==> src/rtl/core/cfd_pkg.sv <==
// ----------------------------------------------------------------------------
// cfd_pkg
// Types, constants and the CRC-16/Modbus byte update for the command frame
// deframer.
// ----------------------------------------------------------------------------
`default_nettype none

package cfd_pkg;

  localparam int unsigned REG_ADDR_W = 4;

  typedef enum logic [1:0] {
    REG_PREFIX_FIRST  = 2'd0,
    REG_PREFIX_SECOND = 2'd1,
    REG_PROTO_VERSION = 2'd2,
    REG_COMMAND_TYPE  = 2'd3
  } reg_index_t;

  localparam logic [7:0] PREFIX_FIRST_RST  = 8'd170;
  localparam logic [7:0] PREFIX_SECOND_RST = 8'd85;
  localparam logic [7:0] PROTO_VERSION_RST = 8'd1;
  localparam logic [7:0] COMMAND_TYPE_RST  = 8'd1;

  typedef struct packed {
    logic [7:0] prefix_first;
    logic [7:0] prefix_second;
    logic [7:0] protocol_version;
    logic [7:0] command_type;
  } cfg_t;

  typedef enum logic [2:0] {
    PH_HUNT0   = 3'd0,
    PH_HUNT1   = 3'd1,
    PH_VER     = 3'd2,
    PH_TYPE    = 3'd3,
    PH_LENL    = 3'd4,
    PH_LENH    = 3'd5,
    PH_PAYLOAD = 3'd6,
    PH_CRC     = 3'd7
  } phase_t;

  typedef enum logic [2:0] {
    STS_OK       = 3'd0,
    STS_BAD_VER  = 3'd1,
    STS_BAD_TYPE = 3'd2,
    STS_BAD_LEN  = 3'd3,
    STS_BAD_CRC  = 3'd4
  } status_t;

  localparam logic [15:0] CRC_INIT     = 16'hFFFF;
  localparam logic [15:0] CRC_POLY     = 16'hA001;
  localparam logic [7:0]  CMD_BODY_LEN = 8'd7;

  // payload byte positions
  localparam logic [2:0] POS_THR_LO = 3'd2;
  localparam logic [2:0] POS_THR_HI = 3'd3;
  localparam logic [2:0] POS_STR_LO = 3'd4;
  localparam logic [2:0] POS_STR_HI = 3'd5;
  localparam logic [2:0] POS_LAST   = 3'd6;

  function automatic logic [15:0] crc_fold(input logic [15:0] crc_in,
                                           input logic [7:0] b);
    logic [15:0] c;
    c = crc_in ^ {8'd0, b};
    for (int k = 0; k < 8; k++) begin
      if (c[0]) begin
        c = (c >> 1) ^ CRC_POLY;
      end else begin
        c = c >> 1;
      end
    end
    return c;
  endfunction

endpackage

`default_nettype wire

==> src/rtl/core/cfd_if.sv <==
// ----------------------------------------------------------------------------
// cfd_if
// Valid/ready channels of the deframer: received bytes in, frame results out.
// ----------------------------------------------------------------------------
`default_nettype none

interface cfd_rx_if;
  logic       valid;
  logic       ready;
  logic [7:0] rx_byte;

  modport source (output valid, output rx_byte, input ready);
  modport sink   (input valid, input rx_byte, output ready);
endinterface

interface cfd_result_if;
  logic               valid;
  logic               ready;
  logic        [2:0]  status;
  logic signed [15:0] throttle_raw;
  logic signed [15:0] steering_raw;

  modport source (output valid, output status, output throttle_raw,
                  output steering_raw, input ready);
  modport sink   (input valid, input status, input throttle_raw,
                  input steering_raw, output ready);
endinterface

`default_nettype wire

==> src/rtl/core/cfd_cfg_regs.sv <==
// ----------------------------------------------------------------------------
// cfd_cfg_regs
// APB register file holding the prefix, version and command type bytes.
// ----------------------------------------------------------------------------
`default_nettype none

module cfd_cfg_regs (
  input  wire logic                           clk,
  input  wire logic                           rst,
  input  wire logic                           psel,
  input  wire logic                           penable,
  input  wire logic                           pwrite,
  input  wire logic [cfd_pkg::REG_ADDR_W-1:0] paddr,
  input  wire logic [31:0]                    pwdata,
  output logic      [31:0]                    prdata,
  output logic                                pready,
  output cfd_pkg::cfg_t                       cfg
);
  import cfd_pkg::*;

  reg_index_t idx;
  logic       wr_en;

  assign idx    = reg_index_t'(paddr[REG_ADDR_W-1:2]);
  assign wr_en  = psel && penable && pwrite;
  assign pready = 1'b1;

  always_ff @(posedge clk) begin
    if (rst) begin
      cfg.prefix_first     <= PREFIX_FIRST_RST;
      cfg.prefix_second    <= PREFIX_SECOND_RST;
      cfg.protocol_version <= PROTO_VERSION_RST;
      cfg.command_type     <= COMMAND_TYPE_RST;
    end else if (wr_en) begin
      case (idx)
        REG_PREFIX_FIRST:  cfg.prefix_first     <= pwdata[7:0];
        REG_PREFIX_SECOND: cfg.prefix_second    <= pwdata[7:0];
        REG_PROTO_VERSION: cfg.protocol_version <= pwdata[7:0];
        REG_COMMAND_TYPE:  cfg.command_type     <= pwdata[7:0];
        default: ;
      endcase
    end
  end

  always_comb begin
    case (idx)
      REG_PREFIX_FIRST:  prdata = {24'd0, cfg.prefix_first};
      REG_PREFIX_SECOND: prdata = {24'd0, cfg.prefix_second};
      REG_PROTO_VERSION: prdata = {24'd0, cfg.protocol_version};
      REG_COMMAND_TYPE:  prdata = {24'd0, cfg.command_type};
      default:           prdata = 32'd0;
    endcase
  end

endmodule

`default_nettype wire

==> src/rtl/core/command_frame_deframer.sv <==
// ----------------------------------------------------------------------------
// command_frame_deframer
// Byte-stream parser for prefixed command frames with CRC-16/Modbus check.
// ----------------------------------------------------------------------------
// Takes one received byte per cycle on rx and reports, on result, one
// transaction per completed or rejected frame: status 0 with the raw signed
// throttle and steering, or an error code (bad version, type, length or CRC).
// Bytes outside a frame give no result. A byte is registered in the input
// register at acceptance and parsed from there, with the CRC byte update done
// combinationally, and each report is held in the result register.
// Sustained rate is one byte per cycle; it drops only while a result waits
// on result.ready, and then the input register stalls after one more byte.
// Prefix, version and type are set through the APB port; write them only
// while the stream is idle.
`default_nettype none

module command_frame_deframer (
  input  wire logic                           clk,
  input  wire logic                           rst,
  cfd_rx_if.sink                              rx,
  cfd_result_if.source                        result,
  input  wire logic                           psel,
  input  wire logic                           penable,
  input  wire logic                           pwrite,
  input  wire logic [cfd_pkg::REG_ADDR_W-1:0] paddr,
  input  wire logic [31:0]                    pwdata,
  output logic      [31:0]                    prdata,
  output logic                                pready
);
  import cfd_pkg::*;

  cfg_t cfg;

  cfd_cfg_regs u_regs (
    .clk     (clk),
    .rst     (rst),
    .psel    (psel),
    .penable (penable),
    .pwrite  (pwrite),
    .paddr   (paddr),
    .pwdata  (pwdata),
    .prdata  (prdata),
    .pready  (pready),
    .cfg     (cfg)
  );

  // input register
  logic       byte_valid;
  logic [7:0] byte_q;
  logic       advance;

  assign advance  = byte_valid && (!result.valid || result.ready);
  assign rx.ready = !byte_valid || advance;

  always_ff @(posedge clk) begin
    if (rst) begin
      byte_valid <= 1'b0;
    end else if (rx.ready) begin
      byte_valid <= rx.valid;
    end
  end

  always_ff @(posedge clk) begin
    if (rx.valid && rx.ready) begin
      byte_q <= rx.rx_byte;
    end
  end

  // parser state
  phase_t      phase, phase_next;
  logic [2:0]  pos, pos_next;
  logic [15:0] crc, crc_next;
  logic [7:0]  len_lo, len_lo_next;
  logic [15:0] thr_hold, thr_hold_next;
  logic [15:0] str_hold, str_hold_next;
  logic [7:0]  crc_lo, crc_lo_next;
  logic [15:0] crc_fold_b;
  logic        emit;
  status_t     emit_status;
  logic [15:0] emit_thr;
  logic [15:0] emit_str;

  assign crc_fold_b = crc_fold(crc, byte_q);

  always_ff @(posedge clk) begin
    if (rst) begin
      phase    <= PH_HUNT0;
      pos      <= 3'd0;
      crc      <= CRC_INIT;
      len_lo   <= 8'd0;
      thr_hold <= 16'd0;
      str_hold <= 16'd0;
      crc_lo   <= 8'd0;
    end else if (advance) begin
      phase    <= phase_next;
      pos      <= pos_next;
      crc      <= crc_next;
      len_lo   <= len_lo_next;
      thr_hold <= thr_hold_next;
      str_hold <= str_hold_next;
      crc_lo   <= crc_lo_next;
    end
  end

  always_comb begin
    phase_next    = phase;
    pos_next      = pos;
    crc_next      = crc;
    len_lo_next   = len_lo;
    thr_hold_next = thr_hold;
    str_hold_next = str_hold;
    crc_lo_next   = crc_lo;
    emit          = 1'b0;
    emit_status   = STS_OK;
    emit_thr      = 16'd0;
    emit_str      = 16'd0;
    case (phase)
      PH_HUNT0: begin
        if (byte_q == cfg.prefix_first) phase_next = PH_HUNT1;
      end
      PH_HUNT1: begin
        if (byte_q == cfg.prefix_second) begin
          phase_next = PH_VER;
          crc_next   = CRC_INIT;
          pos_next   = 3'd0;
        end else if (byte_q != cfg.prefix_first) begin
          phase_next = PH_HUNT0;
        end
      end
      PH_VER: begin
        if (byte_q != cfg.protocol_version) begin
          emit        = 1'b1;
          emit_status = STS_BAD_VER;
        end else begin
          crc_next   = crc_fold_b;
          phase_next = PH_TYPE;
        end
      end
      PH_TYPE: begin
        if (byte_q != cfg.command_type) begin
          emit        = 1'b1;
          emit_status = STS_BAD_TYPE;
        end else begin
          crc_next   = crc_fold_b;
          phase_next = PH_LENL;
        end
      end
      PH_LENL: begin
        len_lo_next = byte_q;
        crc_next    = crc_fold_b;
        phase_next  = PH_LENH;
      end
      PH_LENH: begin
        if (len_lo != CMD_BODY_LEN || byte_q != 8'd0) begin
          emit        = 1'b1;
          emit_status = STS_BAD_LEN;
        end else begin
          crc_next   = crc_fold_b;
          phase_next = PH_PAYLOAD;
          pos_next   = 3'd0;
        end
      end
      PH_PAYLOAD: begin
        crc_next = crc_fold_b;
        case (pos)
          POS_THR_LO: thr_hold_next[7:0]  = byte_q;
          POS_THR_HI: thr_hold_next[15:8] = byte_q;
          POS_STR_LO: str_hold_next[7:0]  = byte_q;
          POS_STR_HI: str_hold_next[15:8] = byte_q;
          default: ;
        endcase
        if (pos == POS_LAST) begin
          phase_next = PH_CRC;
          pos_next   = 3'd0;
        end else begin
          pos_next = pos + 3'd1;
        end
      end
      PH_CRC: begin
        if (pos == 3'd0) begin
          crc_lo_next = byte_q;
          pos_next    = 3'd1;
        end else if ({byte_q, crc_lo} != crc) begin
          emit        = 1'b1;
          emit_status = STS_BAD_CRC;
        end else begin
          emit        = 1'b1;
          emit_status = STS_OK;
          emit_thr    = thr_hold;
          emit_str    = str_hold;
        end
      end
      default: phase_next = PH_HUNT0;
    endcase
    if (emit) begin
      phase_next = PH_HUNT0;
      pos_next   = 3'd0;
    end
  end

  // result register
  always_ff @(posedge clk) begin
    if (rst) begin
      result.valid <= 1'b0;
    end else if (advance && emit) begin
      result.valid <= 1'b1;
    end else if (result.ready) begin
      result.valid <= 1'b0;
    end
  end

  always_ff @(posedge clk) begin
    if (advance && emit) begin
      result.status       <= emit_status;
      result.throttle_raw <= $signed(emit_thr);
      result.steering_raw <= $signed(emit_str);
    end
  end

  // checks
  a_emit_rehunt: assert property (@(posedge clk) disable iff (rst)
    advance && emit |=> phase == PH_HUNT0 && pos == 3'd0)
    else $error("parser not back to hunting after a result");

  a_err_zero: assert property (@(posedge clk) disable iff (rst)
    result.valid && result.status != STS_OK |->
      result.throttle_raw == 16'sd0 && result.steering_raw == 16'sd0)
    else $error("error result carries nonzero payload");

  a_pos_range: assert property (@(posedge clk) disable iff (rst)
    (phase != PH_PAYLOAD || pos <= POS_LAST) && (phase != PH_CRC || pos <= 3'd1))
    else $error("byte position out of range");

  a_no_lost_result: assert property (@(posedge clk) disable iff (rst)
    result.valid && !result.ready |-> !advance)
    else $error("parser advanced over a pending result");

endmodule

`default_nettype wire

==> src/flat_wrapper.sv <==
// flat-port wrapper written by rule: the top's interface ports become plain ports
module command_frame_deframer_flat import cfd_pkg::*;
  (clk, rst, psel, penable, pwrite, paddr, pwdata, prdata, pready, rx_valid, rx_rx_byte, rx_ready, result_valid, result_status, result_throttle_raw, result_steering_raw, result_ready);
  cfd_rx_if rx_i ();
  cfd_result_if result_i ();
  input  wire logic clk;
  input  wire logic rst;
  input  wire logic psel;
  input  wire logic penable;
  input  wire logic pwrite;
  input  wire logic [cfd_pkg::REG_ADDR_W-1:0] paddr;
  input  wire logic [31:0] pwdata;
  output logic      [31:0] prdata;
  output logic pready;
  input wire logic [$bits(rx_i.valid)-1:0] rx_valid;
  input wire logic [$bits(rx_i.rx_byte)-1:0] rx_rx_byte;
  output wire logic [$bits(rx_i.ready)-1:0] rx_ready;
  output wire logic [$bits(result_i.valid)-1:0] result_valid;
  output wire logic [$bits(result_i.status)-1:0] result_status;
  output wire logic [$bits(result_i.throttle_raw)-1:0] result_throttle_raw;
  output wire logic [$bits(result_i.steering_raw)-1:0] result_steering_raw;
  input wire logic [$bits(result_i.ready)-1:0] result_ready;
  assign rx_i.valid = rx_valid;
  assign rx_i.rx_byte = rx_rx_byte;
  assign rx_ready = rx_i.ready;
  assign result_valid = result_i.valid;
  assign result_status = result_i.status;
  assign result_throttle_raw = result_i.throttle_raw;
  assign result_steering_raw = result_i.steering_raw;
  assign result_i.ready = result_ready;
  command_frame_deframer u_core (.clk(clk), .rst(rst), .rx(rx_i), .result(result_i), .psel(psel), .penable(penable), .pwrite(pwrite), .paddr(paddr), .pwdata(pwdata), .prdata(prdata), .pready(pready));
endmodule
==> config.mk <==
export PLATFORM = sky130hd
export DESIGN_NAME = command_frame_deframer_flat
export DESIGN_NICKNAME = d
export VERILOG_FILES = /design/src/rtl/core/cfd_pkg.sv /design/src/rtl/core/cfd_if.sv /design/src/rtl/core/cfd_cfg_regs.sv /design/src/rtl/core/command_frame_deframer.sv /design/src/flat_wrapper.sv
export SDC_FILE = /design/constraint.sdc
export NUM_CORES = 1
export LEC_CHECK = 0
export BUFFER_PORTS_ARGS = -buffer_cell sky130_fd_sc_hd__buf_4
export CAP_MARGIN = 10
export CORE_MARGIN = 1
export CORE_UTILIZATION = 55
export CTS_BUF_LIST = sky130_fd_sc_hd__clkbuf_16
export DETAILED_ROUTE_END_ITERATION = 12
export PLACE_DENSITY = 0.78
export SLEW_MARGIN = 30
export SYNTH_ARGS = -nofsm -noshare
export SYNTH_HDL_FRONTEND = slang
export SYNTH_HIERARCHICAL = 1
export SYNTH_SLANG_ARGS = --single-unit
==> constraint.sdc <==
create_clock -name clk -period 10 [get_ports clk]
set_clock_uncertainty 0.05 [all_clocks]
set_input_delay 2 -clock clk [delete_from_list [all_inputs] [get_ports clk]]
set_output_delay 2 -clock clk [all_outputs]
set_load 0.005 [all_outputs]
==> out/results.tsv <==
stage	metric	value	unit
die	core area	12210	µm²
worst_setup_path	crit path launch type	input port	
logic_synthesis	mux contribution to synthesized area	15.30	%
die	die area	13180	µm²
finish	FILL cells	961	
route	Routed WL per cell	15.51	µm
clock_network	Max clock buf depth	2	
global_route	vias in the first global route	4479	
finish	Design Area, Final	8069	µm²
logic_synthesis	post-synth top area share	29.74	%
finish	area grow syn2layout	15.26	%
logic_synthesis	Post-synth top cells	dfxtp_1 (104), mux2i_1 (89), nor2_1 (82)	
logic_synthesis	Synth Instances	664	
placed_design	DP HPWL	9035	µm
logic_synthesis	largest family of logic cells by synthesized area	simple AND/OR/NAND/NOR gates	
global_route	gr ovfl total	0	
worst_setup_path	kind of critical path	in2out	
finish	nets	765	
run_status	outcome	complete, no violations	
timing	Finish-stage setup viols	0	
logic_synthesis	Synth area leader	dfxtp_1	
worst_setup_path	Setup crit end kind	output port	
power_and_ir_drop	Pwr Density	164.3	nW/µm²
timing	Peak Freq	199.5	MHz
finish	area of the multi-input gates	3344	µm²
clock_network	CTS tree	done	
route	Vias	4715	
hold_path	Hold Path Depth	2	
logic_synthesis	yosys warns	6	
timing	Tightest Pin Transition	960.1	ps
finish	register cell area after layout	3373	µm²
timing	final hold vios	0	
worst_setup_path	critical path data arrival time	2960	ps
timing	relative slew slack	35.99	%
placed_design	Port Buf Inserts	69	
logic_synthesis	Most used DFF post-synth	dfxtp_1	
timing	final max-slew violation count	0	
clock_network	clock root cell	clkbuf_16	
global_route	initial antenna violation count	0	
clock_network	Sinks on Clock Net	147	
timing	Final Cycle Share	50.13	%
clock_network	Worst-Skew Late Latency	420	ps
timing	RSZ-0062 raised after global routing	no	
worst_setup_path	WP data required	7950	ps
timing	setup TNS	0	ps
logic_synthesis	adder-cell share of the synthesized area	0.1787	%
logic_synthesis	Synth Area in XOR/XNOR	9.044	%
logic_synthesis	Synth Area in Simple Gates	18.62	%
logic_synthesis	synth top area cells	dfxtp_1 (30%), edfxtp_1 (18%), mux2i_1 (13%)	
global_route	largest net degree at the start of global routing	122	
logic_synthesis	ys async rst share	0	%
logic_synthesis	most numerous cell in the Yosys netlist	dfxtp_1	
die	Die X-Extent	114.8	µm
placed_design	Routability Congestion	0.8224	
logic_synthesis	Netlist Area Pre-Place	7000	µm²
route	ANT nets after route	0	
power_and_ir_drop	VDD IR max	0.09227	mV
clock_network	Clock transition at path regs	60	ps
clock_network	setup bufs post-CTS	0	
clock_network	post-CTS sizing	0	
timing	hold_ws	433.2	ps
clock_network	H-tree depth	4	
logic_synthesis	EDFF count, synth	43	
die	std cell rows	40	
clock_network	Num CTS Buffers	17	
die	I/O pin count	121	
global_route	global-route wire length before repair	22450	µm
die	Die H	114.8	µm
logic_synthesis	post-synthesis compound-gate area fraction	3.253	%
logic_synthesis	post-synthesis sequential area ratio	48.19	%
finish	# diodes	0	
worst_setup_path	FF-to-FF path depth	7	
logic_synthesis	number of distinct library cells after synthesis	54	
flow_run	max-cap check violation count	0	
worst_setup_path	crit path max fanout	13	
die	Initial Utilization	57.33	%
route	WL final	13870	µm
timing	min Tclk post-route	5013	ps
hold_path	Hold WC Path Type	reg2reg	
route	vias per cell	5.274	
logic_synthesis	Mapped Avg Cell Area	10.54	µm²
logic_synthesis	Yosys reg bits	147	
finish	share of layout cells above drive strength 1	16.80	%
route	# DRC	0	
route	first drt pass iteration count	4	
clock_network	Post-CTS Hold Fix Bufs	0	
placed_design	Area after DPL	7480	µm²
power_and_ir_drop	Leak Pwr	0.003409	µW
global_route	global-route usage over all layers	22.55	%
route	DRT iter0 DRCs	310	
[worst paths after layout]
kind	from	end	slack [ps]
setup / recovery	paddr[3]	prdata[6]	4990
setup reg to reg	u_core/byte_q[7]	u_core/crc[0]	6540
hold reg to reg	u_core/str_hold[8]	u_core/str_hold[8]	430
hold / removal	u_core/str_hold[8]	u_core/str_hold[8]	430
[layout by cell type (no fill, tap or decap), types with 2 or more instances in the layout]
cell type and instances:
dfxtp_1 104, mux2i_1 89, nor2_1 81, buf_4 70, xnor2_1 66, nand2b_1 44
edfxtp_1 43, and2_1 35, conb_1 25, nand2_1 22, clkbuf_16 17, nand4_1 15
o21ai_0 15, nor2b_1 9, or3_1 8, a21oi_1 8, mux4_2 8, nand3_1 6
o21ai_1 5, clkinv_2 4, clkinv_1 3, bufinv_16 3, inv_1 3, clkinv_4 2
inv_6 2, nor4_1 2, nand3_2 2, nor3_1 2, or4_1 2, nor3_4 2
[critical path, stage by stage]
cell and delay (ps):
buf_4 240, mux4_2 560, buf_4 160
[cell type report]
class                   count  share of cell area [%]
multi-input cells         472                   41.45
inverters                   4                  0.1861
repair buffers             71                   6.652
clock buffers              17                   5.272
clock inverters            15                   2.031
flip-flops and latches    147                   41.80
well taps                 168                   2.605
[metrics by stage]
stage | setup slack (ps) | instances | total power [µW] | util, %
finish | 4987 | 894 | 1326 | 66.08
global route | 4946 | 894 | 1370 | 66.08
CTS | 4979 | 894 | 1335 | 66.08
detailed placement | 4990 | 862 | 704.9 | 61.25
global placement | 4982 | 862 | 703.7 | 61.22
floorplan | 5194 | 687 | 689.5 | -
[flip-flops by register name, summed over array words and instances, names as in the netlist, 3 cells and up]
register / count
u_core/u_regs/cfg: 32
u_core/crc: 16
u_core/result.steering_raw: 16
u_core/result.throttle_raw: 16
u_core/str_hold: 16
u_core/thr_hold: 16
u_core/byte_q: 8
u_core/crc_lo: 8
u_core/len_lo: 8
u_core/phase: 3
u_core/pos: 3
u_core/result.status: 3
[layer usage]
metal  wire length [µm]  share of wire [%]  up-vias  GRT usage [%]
li1                   -                  -     2309              -
met1               6457                 47     2235          30.56
met2               6408                 46      151          35.15
met3                722                5.2       20          5.166
met4                276                2.0        0          9.004
met5                  0                  0        -              0
[power breakdown]
part | leakage (µW) | internal [µW] | total (µW) | switching (µW)
clock network | 0.000290 | 389 | 632 | 243
registers | 0.00132 | 614 | 628 | 13.6
logic | 0.00180 | 33.2 | 65.1 | 31.9
[cells by family after synthesis]
logic type,Yosys count
AND/OR/NAND/NOR,242
AO/OA/AOI/OAI,38
flip-flops,147
adder cells (fa/ha/maj),1
other,2
buffers and inverters,68
multiplexers,97
XOR/XNOR,69
Power figures use the tool's default switching activity.
